==> src/hdl/pecm_pkg.sv <==
// Package: shared widths, codes and types of the pointer event coalescing matcher.
package pecm_pkg;

   // Field widths
   localparam int OPCODE_W    = 2;
   localparam int COORD_W     = 16;
   localparam int BTN_W       = 5;
   localparam int MS_W        = 32;
   localparam int TAG_W       = 8;
   localparam int CSR_INDEX_W = 2;

   // Default ring depths
   localparam int EVENT_DEPTH_DEF   = 32;
   localparam int REQUEST_DEPTH_DEF = 32;

   // Item opcodes
   localparam logic [OPCODE_W-1:0] OP_EVENT  = 2'd0;
   localparam logic [OPCODE_W-1:0] OP_READ   = 2'd1;
   localparam logic [OPCODE_W-1:0] OP_RESIZE = 2'd2;

   // Register indexes
   localparam logic [CSR_INDEX_W-1:0] CSR_MIN_X = 2'd0;
   localparam logic [CSR_INDEX_W-1:0] CSR_MAX_X = 2'd1;
   localparam logic [CSR_INDEX_W-1:0] CSR_MIN_Y = 2'd2;
   localparam logic [CSR_INDEX_W-1:0] CSR_MAX_Y = 2'd3;

   // Result status codes
   localparam logic STATUS_DELIVER  = 1'b0;
   localparam logic STATUS_OVERFLOW = 1'b1;

   // One entry of the event ring
   typedef struct packed {
      logic signed [COORD_W-1:0] x;
      logic signed [COORD_W-1:0] y;
      logic [BTN_W-1:0]          buttons;
      logic [MS_W-1:0]           ms;
   } event_entry_type;

endpackage

==> src/hdl/pecm_if.sv <==
// Interfaces: request and response channels of the pointer event coalescing matcher.
interface pecm_req_if;
   logic                                    valid;
   logic                                    ready;
   logic [pecm_pkg::OPCODE_W-1:0]           opcode;
   logic signed [pecm_pkg::COORD_W-1:0]     pos_x;
   logic signed [pecm_pkg::COORD_W-1:0]     pos_y;
   logic [pecm_pkg::BTN_W-1:0]              button_bits;
   logic [pecm_pkg::MS_W-1:0]               stamp_ms;
   logic [pecm_pkg::TAG_W-1:0]              req_tag;

   modport source (output valid, opcode, pos_x, pos_y, button_bits, stamp_ms, req_tag,
                   input ready);
   modport sink   (input valid, opcode, pos_x, pos_y, button_bits, stamp_ms, req_tag,
                   output ready);
endinterface

interface pecm_rsp_if;
   logic                                    valid;
   logic                                    ready;
   logic                                    status;
   logic [pecm_pkg::TAG_W-1:0]              out_tag;
   logic signed [pecm_pkg::COORD_W-1:0]     out_x;
   logic signed [pecm_pkg::COORD_W-1:0]     out_y;
   logic [pecm_pkg::BTN_W-1:0]              out_buttons;
   logic [pecm_pkg::MS_W-1:0]               out_ms;
   logic                                    resized;

   modport source (output valid, status, out_tag, out_x, out_y, out_buttons, out_ms, resized,
                   input ready);
   modport sink   (input valid, status, out_tag, out_x, out_y, out_buttons, out_ms, resized,
                   output ready);
endinterface

==> src/hdl/pecm_clamp.sv <==
// Clamp of an event position to the configured rectangle (maximum wins when inverted).
module pecm_clamp (
   input  logic signed [pecm_pkg::COORD_W-1:0] pos_x,
   input  logic signed [pecm_pkg::COORD_W-1:0] pos_y,
   input  logic signed [pecm_pkg::COORD_W-1:0] min_x,
   input  logic signed [pecm_pkg::COORD_W-1:0] max_x,
   input  logic signed [pecm_pkg::COORD_W-1:0] min_y,
   input  logic signed [pecm_pkg::COORD_W-1:0] max_y,
   output logic signed [pecm_pkg::COORD_W-1:0] clamp_x,
   output logic signed [pecm_pkg::COORD_W-1:0] clamp_y
);

   logic signed [pecm_pkg::COORD_W-1:0] raised_x;
   logic signed [pecm_pkg::COORD_W-1:0] raised_y;

   // raise to the minimum first, then lower to the maximum
   always_comb begin
      raised_x = (pos_x < min_x) ? min_x : pos_x;
      raised_y = (pos_y < min_y) ? min_y : pos_y;
      clamp_x  = (raised_x > max_x) ? max_x : raised_x;
      clamp_y  = (raised_y > max_y) ? max_y : raised_y;
   end

endmodule

==> src/hdl/pointer_event_coalescing_matcher.sv <==
// Top level: pointer event coalescing matcher with event and request rings in memory.
//
// Pairs read requests (tags) with pointer events. Events are clamped to the configured
// rectangle and queued in a ring memory only when their buttons differ from the last queued
// event (or the ring is empty); a full ring stalls and keeps only the newest event until the
// next request. Requests queue in a second ring memory; a request that would fill it comes
// back at once with status 1 and is dropped. An item that pairs a request with an event passes
// through accept and ring write, a synchronous memory read at the ring heads and a load of the
// response register, and the next item is accepted once the response transfer has completed.
// The configuration registers are written through csr_we/csr_index/csr_wdata; the user must
// write them only while the block is idle, which the block itself does not enforce.
module pointer_event_coalescing_matcher #(
   parameter int EVENT_DEPTH   = pecm_pkg::EVENT_DEPTH_DEF,
   parameter int REQUEST_DEPTH = pecm_pkg::REQUEST_DEPTH_DEF
) (
   input  logic                                clock,
   input  logic                                reset,
   pecm_req_if.sink                            req_chan,
   pecm_rsp_if.source                          rsp_chan,
   input  logic                                csr_we,
   input  logic [pecm_pkg::CSR_INDEX_W-1:0]    csr_index,
   input  logic [pecm_pkg::COORD_W-1:0]        csr_wdata
);

   localparam int EP_W = $clog2(EVENT_DEPTH);
   localparam int RP_W = $clog2(REQUEST_DEPTH);
   localparam logic [EP_W-1:0] EV_LAST = EP_W'(EVENT_DEPTH - 1);
   localparam logic [RP_W-1:0] RQ_LAST = RP_W'(REQUEST_DEPTH - 1);

   // sequencer states
   localparam logic [1:0] ST_IDLE = 2'd0;
   localparam logic [1:0] ST_READ = 2'd1;
   localparam logic [1:0] ST_DATA = 2'd2;

   // configuration registers
   logic signed [pecm_pkg::COORD_W-1:0] min_x_ff, max_x_ff, min_y_ff, max_y_ff;

   // control state
   logic [1:0]                  state_ff, state_in;
   logic [EP_W-1:0]             ev_rd_ptr_ff, ev_rd_ptr_in;
   logic [EP_W-1:0]             ev_wr_ptr_ff, ev_wr_ptr_in;
   logic [RP_W-1:0]             rq_rd_ptr_ff, rq_rd_ptr_in;
   logic [RP_W-1:0]             rq_wr_ptr_ff, rq_wr_ptr_in;
   logic                        stalled_ff, stalled_in;
   logic [pecm_pkg::BTN_W-1:0]  last_btn_ff, last_btn_in;
   logic                        resize_ff, resize_in;
   logic                        resized_cap_ff, resized_cap_in;

   // memories and read data
   pecm_pkg::event_entry_type   ev_mem [EVENT_DEPTH];
   logic [pecm_pkg::TAG_W-1:0]  rq_mem [REQUEST_DEPTH];
   pecm_pkg::event_entry_type   ev_rdata_ff;
   logic [pecm_pkg::TAG_W-1:0]  rq_rdata_ff;

   // response register
   logic                                rsp_valid_ff, rsp_valid_in;
   logic                                rsp_status_ff, rsp_status_in;
   logic [pecm_pkg::TAG_W-1:0]          rsp_tag_ff, rsp_tag_in;
   pecm_pkg::event_entry_type           rsp_ev_ff, rsp_ev_in;
   logic                                rsp_resized_ff, rsp_resized_in;

   // datapath
   logic                                accept;
   logic signed [pecm_pkg::COORD_W-1:0] clamp_x, clamp_y;
   logic                                ev_we;
   logic [EP_W-1:0]                     ev_waddr;
   pecm_pkg::event_entry_type           ev_wdata;
   logic                                rq_we;
   logic                                rd_en;
   logic [EP_W-1:0]                     ev_wr_next;
   logic [RP_W-1:0]                     rq_wr_next;
   logic                                ev_full;
   logic                                try_match;

   assign accept = req_chan.valid && req_chan.ready;
   assign req_chan.ready = (state_ff == ST_IDLE) && !rsp_valid_ff;

   assign ev_wr_next = (ev_wr_ptr_ff == EV_LAST) ? '0 : ev_wr_ptr_ff + EP_W'(1);
   assign rq_wr_next = (rq_wr_ptr_ff == RQ_LAST) ? '0 : rq_wr_ptr_ff + RP_W'(1);
   assign ev_full    = (ev_wr_next == ev_rd_ptr_ff);

   pecm_clamp u_clamp (
      .pos_x   (req_chan.pos_x),
      .pos_y   (req_chan.pos_y),
      .min_x   (min_x_ff),
      .max_x   (max_x_ff),
      .min_y   (min_y_ff),
      .max_y   (max_y_ff),
      .clamp_x (clamp_x),
      .clamp_y (clamp_y)
   );

   assign ev_wdata.x       = clamp_x;
   assign ev_wdata.y       = clamp_y;
   assign ev_wdata.buttons = req_chan.button_bits;
   assign ev_wdata.ms      = req_chan.stamp_ms;

   // item decode, ring updates and match sequencing
   always_comb begin
      state_in       = state_ff;
      ev_rd_ptr_in   = ev_rd_ptr_ff;
      ev_wr_ptr_in   = ev_wr_ptr_ff;
      rq_rd_ptr_in   = rq_rd_ptr_ff;
      rq_wr_ptr_in   = rq_wr_ptr_ff;
      stalled_in     = stalled_ff;
      last_btn_in    = last_btn_ff;
      resize_in      = resize_ff;
      resized_cap_in = resized_cap_ff;
      ev_we          = 1'b0;
      ev_waddr       = ev_wr_ptr_ff;
      rq_we          = 1'b0;
      rd_en          = 1'b0;
      try_match      = 1'b0;
      rsp_valid_in   = rsp_valid_ff && !rsp_chan.ready;
      rsp_status_in  = rsp_status_ff;
      rsp_tag_in     = rsp_tag_ff;
      rsp_ev_in      = rsp_ev_ff;
      rsp_resized_in = rsp_resized_ff;

      unique case (state_ff)
         ST_IDLE: begin
            if (accept) begin
               case (req_chan.opcode)
                  pecm_pkg::OP_EVENT: begin
                     if (!stalled_ff && ((ev_wr_ptr_ff == ev_rd_ptr_ff) ||
                                         (last_btn_ff != req_chan.button_bits))) begin
                        ev_we       = 1'b1;
                        last_btn_in = req_chan.button_bits;
                        try_match   = 1'b1;
                        if (ev_full) begin
                           // ring full: keep only this event, in entry zero
                           ev_waddr     = '0;
                           ev_rd_ptr_in = '0;
                           ev_wr_ptr_in = EP_W'(1);
                           stalled_in   = 1'b1;
                        end else begin
                           ev_wr_ptr_in = ev_wr_next;
                        end
                     end
                  end
                  pecm_pkg::OP_READ: begin
                     if (rq_wr_next == rq_rd_ptr_ff) begin
                        // request ring overflow: answer at once and drop
                        rsp_valid_in   = 1'b1;
                        rsp_status_in  = pecm_pkg::STATUS_OVERFLOW;
                        rsp_tag_in     = req_chan.req_tag;
                        rsp_ev_in      = '0;
                        rsp_resized_in = 1'b0;
                     end else begin
                        rq_we        = 1'b1;
                        rq_wr_ptr_in = rq_wr_next;
                        stalled_in   = 1'b0;
                        try_match    = 1'b1;
                     end
                  end
                  pecm_pkg::OP_RESIZE: begin
                     resize_in = 1'b1;
                  end
                  default: begin
                  end
               endcase
               if (try_match && (ev_rd_ptr_in != ev_wr_ptr_in) &&
                   (rq_rd_ptr_in != rq_wr_ptr_in)) begin
                  state_in = ST_READ;
               end
            end
         end
         ST_READ: begin
            // read both ring heads, advance them, take the resize flag
            rd_en          = 1'b1;
            ev_rd_ptr_in   = (ev_rd_ptr_ff == EV_LAST) ? '0 : ev_rd_ptr_ff + EP_W'(1);
            rq_rd_ptr_in   = (rq_rd_ptr_ff == RQ_LAST) ? '0 : rq_rd_ptr_ff + RP_W'(1);
            resized_cap_in = resize_ff;
            resize_in      = 1'b0;
            state_in       = ST_DATA;
         end
         ST_DATA: begin
            rsp_valid_in   = 1'b1;
            rsp_status_in  = pecm_pkg::STATUS_DELIVER;
            rsp_tag_in     = rq_rdata_ff;
            rsp_ev_in      = ev_rdata_ff;
            rsp_resized_in = resized_cap_ff;
            state_in       = ST_IDLE;
         end
         default: begin
            state_in = ST_IDLE;
         end
      endcase
   end

   // control registers
   always_ff @(posedge clock) begin
      if (reset) begin
         state_ff       <= ST_IDLE;
         ev_rd_ptr_ff   <= '0;
         ev_wr_ptr_ff   <= '0;
         rq_rd_ptr_ff   <= '0;
         rq_wr_ptr_ff   <= '0;
         stalled_ff     <= 1'b0;
         last_btn_ff    <= '0;
         resize_ff      <= 1'b0;
         resized_cap_ff <= 1'b0;
         rsp_valid_ff   <= 1'b0;
      end else begin
         state_ff       <= state_in;
         ev_rd_ptr_ff   <= ev_rd_ptr_in;
         ev_wr_ptr_ff   <= ev_wr_ptr_in;
         rq_rd_ptr_ff   <= rq_rd_ptr_in;
         rq_wr_ptr_ff   <= rq_wr_ptr_in;
         stalled_ff     <= stalled_in;
         last_btn_ff    <= last_btn_in;
         resize_ff      <= resize_in;
         resized_cap_ff <= resized_cap_in;
         rsp_valid_ff   <= rsp_valid_in;
      end
   end

   // response payload
   always_ff @(posedge clock) begin
      rsp_status_ff  <= rsp_status_in;
      rsp_tag_ff     <= rsp_tag_in;
      rsp_ev_ff      <= rsp_ev_in;
      rsp_resized_ff <= rsp_resized_in;
   end

   // configuration registers
   always_ff @(posedge clock) begin
      if (reset) begin
         min_x_ff <= '0;
         max_x_ff <= '0;
         min_y_ff <= '0;
         max_y_ff <= '0;
      end else if (csr_we) begin
         unique case (csr_index)
            pecm_pkg::CSR_MIN_X: min_x_ff <= csr_wdata;
            pecm_pkg::CSR_MAX_X: max_x_ff <= csr_wdata;
            pecm_pkg::CSR_MIN_Y: min_y_ff <= csr_wdata;
            pecm_pkg::CSR_MAX_Y: max_y_ff <= csr_wdata;
            default: begin
            end
         endcase
      end
   end

   // event ring memory
   always_ff @(posedge clock) begin
      if (ev_we) begin
         ev_mem[ev_waddr] <= ev_wdata;
      end
      if (rd_en) begin
         ev_rdata_ff <= ev_mem[ev_rd_ptr_ff];
      end
   end

   // request ring memory
   always_ff @(posedge clock) begin
      if (rq_we) begin
         rq_mem[rq_wr_ptr_ff] <= req_chan.req_tag;
      end
      if (rd_en) begin
         rq_rdata_ff <= rq_mem[rq_rd_ptr_ff];
      end
   end

   assign rsp_chan.valid       = rsp_valid_ff;
   assign rsp_chan.status      = rsp_status_ff;
   assign rsp_chan.out_tag     = rsp_tag_ff;
   assign rsp_chan.out_x       = rsp_ev_ff.x;
   assign rsp_chan.out_y       = rsp_ev_ff.y;
   assign rsp_chan.out_buttons = rsp_ev_ff.buttons;
   assign rsp_chan.out_ms      = rsp_ev_ff.ms;
   assign rsp_chan.resized     = rsp_resized_ff;

endmodule

==> src/flat_wrapper.sv <==
// flat-port wrapper written by rule: the top's interface ports become plain ports
module pointer_event_coalescing_matcher_flat 
#(
   parameter int EVENT_DEPTH   = pecm_pkg::EVENT_DEPTH_DEF,
   parameter int REQUEST_DEPTH = pecm_pkg::REQUEST_DEPTH_DEF
)
  (clock, reset, csr_we, csr_index, csr_wdata, req_chan_valid, req_chan_opcode, req_chan_pos_x, req_chan_pos_y, req_chan_button_bits, req_chan_stamp_ms, req_chan_req_tag, req_chan_ready, rsp_chan_valid, rsp_chan_status, rsp_chan_out_tag, rsp_chan_out_x, rsp_chan_out_y, rsp_chan_out_buttons, rsp_chan_out_ms, rsp_chan_resized, rsp_chan_ready);
  pecm_req_if req_chan_i ();
  pecm_rsp_if rsp_chan_i ();
  input  logic clock;
  input  logic reset;
  input  logic csr_we;
  input  logic [pecm_pkg::CSR_INDEX_W-1:0] csr_index;
  input  logic [pecm_pkg::COORD_W-1:0] csr_wdata;
  input wire logic [$bits(req_chan_i.valid)-1:0] req_chan_valid;
  input wire logic [$bits(req_chan_i.opcode)-1:0] req_chan_opcode;
  input wire logic [$bits(req_chan_i.pos_x)-1:0] req_chan_pos_x;
  input wire logic [$bits(req_chan_i.pos_y)-1:0] req_chan_pos_y;
  input wire logic [$bits(req_chan_i.button_bits)-1:0] req_chan_button_bits;
  input wire logic [$bits(req_chan_i.stamp_ms)-1:0] req_chan_stamp_ms;
  input wire logic [$bits(req_chan_i.req_tag)-1:0] req_chan_req_tag;
  output wire logic [$bits(req_chan_i.ready)-1:0] req_chan_ready;
  output wire logic [$bits(rsp_chan_i.valid)-1:0] rsp_chan_valid;
  output wire logic [$bits(rsp_chan_i.status)-1:0] rsp_chan_status;
  output wire logic [$bits(rsp_chan_i.out_tag)-1:0] rsp_chan_out_tag;
  output wire logic [$bits(rsp_chan_i.out_x)-1:0] rsp_chan_out_x;
  output wire logic [$bits(rsp_chan_i.out_y)-1:0] rsp_chan_out_y;
  output wire logic [$bits(rsp_chan_i.out_buttons)-1:0] rsp_chan_out_buttons;
  output wire logic [$bits(rsp_chan_i.out_ms)-1:0] rsp_chan_out_ms;
  output wire logic [$bits(rsp_chan_i.resized)-1:0] rsp_chan_resized;
  input wire logic [$bits(rsp_chan_i.ready)-1:0] rsp_chan_ready;
  assign req_chan_i.valid = req_chan_valid;
  assign req_chan_i.opcode = req_chan_opcode;
  assign req_chan_i.pos_x = req_chan_pos_x;
  assign req_chan_i.pos_y = req_chan_pos_y;
  assign req_chan_i.button_bits = req_chan_button_bits;
  assign req_chan_i.stamp_ms = req_chan_stamp_ms;
  assign req_chan_i.req_tag = req_chan_req_tag;
  assign req_chan_ready = req_chan_i.ready;
  assign rsp_chan_valid = rsp_chan_i.valid;
  assign rsp_chan_status = rsp_chan_i.status;
  assign rsp_chan_out_tag = rsp_chan_i.out_tag;
  assign rsp_chan_out_x = rsp_chan_i.out_x;
  assign rsp_chan_out_y = rsp_chan_i.out_y;
  assign rsp_chan_out_buttons = rsp_chan_i.out_buttons;
  assign rsp_chan_out_ms = rsp_chan_i.out_ms;
  assign rsp_chan_resized = rsp_chan_i.resized;
  assign rsp_chan_i.ready = rsp_chan_ready;
  pointer_event_coalescing_matcher #(.EVENT_DEPTH(EVENT_DEPTH), .REQUEST_DEPTH(REQUEST_DEPTH)) u_core (.clock(clock), .reset(reset), .req_chan(req_chan_i), .rsp_chan(rsp_chan_i), .csr_we(csr_we), .csr_index(csr_index), .csr_wdata(csr_wdata));
endmodule
==> config.mk <==
export PLATFORM = sky130hd
export DESIGN_NAME = pointer_event_coalescing_matcher_flat
export DESIGN_NICKNAME = d
export VERILOG_FILES = /design/src/hdl/pecm_pkg.sv /design/src/hdl/pecm_if.sv /design/src/hdl/pecm_clamp.sv /design/src/hdl/pointer_event_coalescing_matcher.sv /design/src/flat_wrapper.sv
export SDC_FILE = /design/constraint.sdc
export NUM_CORES = 2
export LEC_CHECK = 0
export BUFFER_PORTS_ARGS = -buffer_cell sky130_fd_sc_hd__buf_4
export CELL_PAD_IN_SITES_DETAIL_PLACEMENT = 1
export CELL_PAD_IN_SITES_GLOBAL_PLACEMENT = 1
export CORE_UTILIZATION = 40
export CTS_CLUSTER_SIZE = 24
export DETAILED_ROUTE_END_ITERATION = 16
export GPL_TIMING_DRIVEN = 0
export PLACE_DENSITY = 0.69
export SLEW_MARGIN = 10
export SYNTH_ARGS = -nofsm -noshare
export SYNTH_HDL_FRONTEND = slang
export SYNTH_SLANG_ARGS = --single-unit
==> constraint.sdc <==
create_clock -name clock -period 20.6 [get_ports clock]
set_clock_uncertainty 0.15 [all_clocks]
set_input_delay 3.09 -clock clock [delete_from_list [all_inputs] [get_ports clock]]
set_output_delay 3.09 -clock clock [all_outputs]
set_load 0.005 [all_outputs]
==> reports/metrics.csv <==
stage,metric,value,unit
clock_tree,cts_hold_buf,0,
placed_design,dp_slack,11920,ps
power,seq_power_share,52.7,%
logic_synthesis,ys_warn_count,0,
setup_path,path_cells,buf_4 -> ha_1 -> a21o_1 -> a21o_1 -> a21oi_1 -> o2111ai_1 -> o22ai_1 -> a21oi_1 -> buf_2 -> mux2_2 -> ha_1 -> a21o_1 -> a21o_1 -> a21o_1 -> a21oi_1 -> o21ai_0 -> o211ai_1 -> a21oi_1 -> buf_2 -> mux2i_2 -> buf_6,
placed_design,placed_area,114000,um2
clock_tree,cts_root_buf,clkbuf_16,
logic_synthesis,synth_area,105000,um2
power,comb_power_share,3.2,%
floorplan,core-area,261000,um2
power,p_sw,2.36,mW
route,drt_iter0_drc,6086,
logic_synthesis,synthAdderAreaFrac,0.868,%
global_routing,gr-total-overflow,0,
floorplan,die-area,265000,um2
clock_tree,clk_path_buf_depth,4,
setup_path,end_kind,flip-flop,
power,powerDensity,94.2,nW/um2
sta,max_freq,128,MHz
sta,report.final.slew_viol_count,0,
logic_synthesis,synth_most_common_cell,edfxtp_1,
clock_tree,cts_resized,0,
clock_tree,cts_buffers,294,
placed_design,hpwl,191000,um
logic_synthesis,synth_area_leaders,"edfxtp_1, mux4_2, dfxtp_1, mux2_2, ha_1",
clock_tree,cts.sinks,2715,
floorplan,start_util,40.4,%
setup_path,crit_type,input port to flip-flop,
clock_tree,clock_latency,940,ps
sta,worst-slew-pin-transition,1430,ps
layout,drive_gt1_share,32.2,%
placed_design,io_buffers,182,
sta,finalSetupViolations,0,
status,status,"finished, final reports clean",
layout,area_growth,17.5,%
floorplan,die_height,515,um
setup_path,r2r-start,u_core.ev_wr_ptr_ff[2],
logic_synthesis,synth_compound_area_share,1.01,%
logic_synthesis,yosysTopAreaCell,edfxtp_1,
logic_synthesis,synth_seq_cells,2715,
logic_synthesis,async_flop_share,0,%
min_path,holdCritPathClass,flip-flop to flip-flop,
global_routing,first_global_vias,54800,
logic_synthesis,synth_top_family_by_area,multiplexers,
setup_path,critPathLaunchType,input port,
setup_path,required,21200,ps
min_path,hold_path_end,u_core.resized_cap_ff,
layout,fillerInstances,23600,
logic_synthesis,synth-simple-area-share,2.08,%
global_routing,antenna_found_initial,11,
setup_path,timing.rr.end,u_core.ev_mem[15][10],
setup_path,rrSetupSlack,14340,ps
global_routing,gr-usage-all-layers,21.9,%
sta,rsz0062_at_grt,no,
route,dr_total_vias,52500,
logic_synthesis,yosysSeqAreaShare,76.6,%
setup_path,crit_arrival,8380,ps
min_path,min-delay-start,u_core.resized_cap_ff,
global_routing,grt_pass1_wl,409000,um
sta,hold_viol,0,
clock_tree,cts.htree.levels,5,
power,peakVddDrop,0.0000820,V
sta,min_period_over_period,37.8,%
route,drc,0,
logic_synthesis,synth_edf_count,2620,
route,wl_per_cell,32.3,um
logic_synthesis,syn_avg_cell_area,22.4,um2
clock_tree,cts_setup_buffers,0,
route,wirelength,292000,um
layout,final_area,124000,um2
power,p_sw_share,20.3,%
floorplan,pin_count,183,
clock_tree,cts_tree,done,
setup_path,crit_path_top_delay_cell,mux2i_2,
logic_synthesis,ys_types,64,
power,finalPower,11.6,mW
setup_path,critPathMaxFanout,20,
min_path,hold_depth,2,
power,intPower,9.28,mW
power,clkPwrFrac,44.1,%
layout,nNetsFinal,5533,
logic_synthesis,synth_nets,4865,
setup_path,r2r_cells,16,
sta,period_needed,7790,ps
route,vias_per_cell,5.79,
setup_path,critPathMaxStageDelay,600,ps
setup_path,crit_path_frequent_cell,a21o_1,
flow_run,cap_viol_max_count,0,
floorplan,die_width,515,um
sta,setup_ws,12810,ps
placed_design,gp_congestion,0.777,
clock_tree,cts.reportedPaths.clkPinSlew,60,ps
power,p_leak,38.0,nW
logic_synthesis,synth_common_cells,"edfxtp_1, mux4_2, nand2_1",
route,ant_nets,0,
sta,maxSlewHeadroom,4.80,%
logic_synthesis,synthXorXnorAreaFrac,0.183,%
floorplan,fp-row-count,187,
logic_synthesis,postSynthCellCount,4690,
logic_synthesis,synth_ff_type,edfxtp_1,
global_routing,grt_max_degree,52,
route,drtPass1Iterations,6,
logic_synthesis,synth_top_area_share,74.8,%
logic_synthesis,muxShareOfSynthArea,18.1,%
==> placed cells by master (no fill, tap or decap), drive strengths merged, types with 29 or more instances in the layout <==
| master | instances |
|---|---|
| ha | 73 |
| dfxtp | 95 |
| nand2 | 195 |
| clkinv | 92 |
| mux2 | 138 |
| a21oi | 102 |
| inv | 77 |
| mux4 | 770 |
| bufinv | 29 |
| buf | 461 |
| nor2 | 107 |
| edfxtp | 2620 |
| clkbuf | 515 |
| and2 | 73 |
==> worst max-delay path: cells and delay by family <==
family	cells	cell delay, ps
adder cells (fa/ha/maj)	2	600
buffers and inverters	4	1170
multiplexers	2	980
AO/OA/AOI/OAI	13	2540
==> through the flow <==
stage,cells,TNS [ps],util [%],hold WS (ps)
3_3_place_gp,8368,-990310,42.6,302
5_1_grt,9055,0,47.4,327
6_report,9056,0,47.4,311
4_1_cts,9053,0,47.4,314
2_1_floorplan,4690,0,-,281
3_5_place_dp,8558,0,43.9,306
==> registers in the layout (all words and copies together) (netlist names), 16 cells and up <==
name / cells
u_core.rsp_chan.out_ms: 32
u_core.rsp_chan.out_y: 16
u_core.rsp_chan.out_x: 16
u_core.min_x_ff: 16
u_core.max_y_ff: 16
u_core.ev_mem: 2208
u_core.rq_mem: 256
u_core.min_y_ff: 16
u_core.ev_rdata_ff: 69
u_core.max_x_ff: 16
==> power by group through the flow <==
| stage | Sequential [mW] | Combinational [mW] | Clock (mW) |
|---|---|---|---|
| final | 6.14 | 0.370 | 5.14 |
| after global routing | 6.14 | 0.396 | 5.38 |
| after CTS | 6.14 | 0.372 | 5.21 |
| after detailed placement | 6.25 | 0.370 | 0 |
| after global placement | 6.26 | 0.341 | 0 |
| after floorplan | 6.25 | 0.189 | 0 |
==> cell type report <==
class	instances	area (um2)	area share, %
inverters	76	290	0.235
clock inverters	128	1340	1.09
flip-flops and latches	2715	80600	65.2
clock buffers	367	7820	6.33
repair buffers	372	4530	3.67
multi-input cells	1662	23600	19.1
well taps	3496	4370	3.54
diodes	3	7.51	0.00607
plain buffers	237	1010	0.819
==> routing by layer <==
metal	track usage [%]	share of wire, %	vias to the layer above
met5	0	0.020	-
met3	4.16	8.0	494
met2	36.3	49	2541
met4	7.08	3.1	10
met1	29.2	40	28500
li1	-	-	21000
==> cell families (layout without fill, tap and decap cells) <==
logic type               Yosys count  count (layout)
AO/OA/AOI/OAI                    179             179
XOR/XNOR                          22              22
adder cells (fa/ha/maj)           73              73
buffers and inverters            313            1180
flip-flops                      2715            2715
multiplexers                     918             918
other                              0               3
AND/OR/NAND/NOR                  470             470
==> worst max-delay path by stage <==
stage | startpoint | end | depth (start not counted)
6_report | req_chan_pos_x[9] | u_core.ev_mem[21][53] | 21
5_1_grt | req_chan_pos_x[9] | u_core.ev_mem[21][53] | 21
4_1_cts | req_chan_pos_x[9] | u_core.ev_mem[21][53] | 21
3_5_place_dp | req_chan_pos_x[9] | u_core.ev_mem[6][67] | 20
3_3_place_gp | req_chan_opcode[0] | u_core.ev_mem[14][22] | 6
2_1_floorplan | req_chan_opcode[0] | u_core.ev_mem[14][0] | 5
Note: power is estimated with default switching activity, not from simulation.
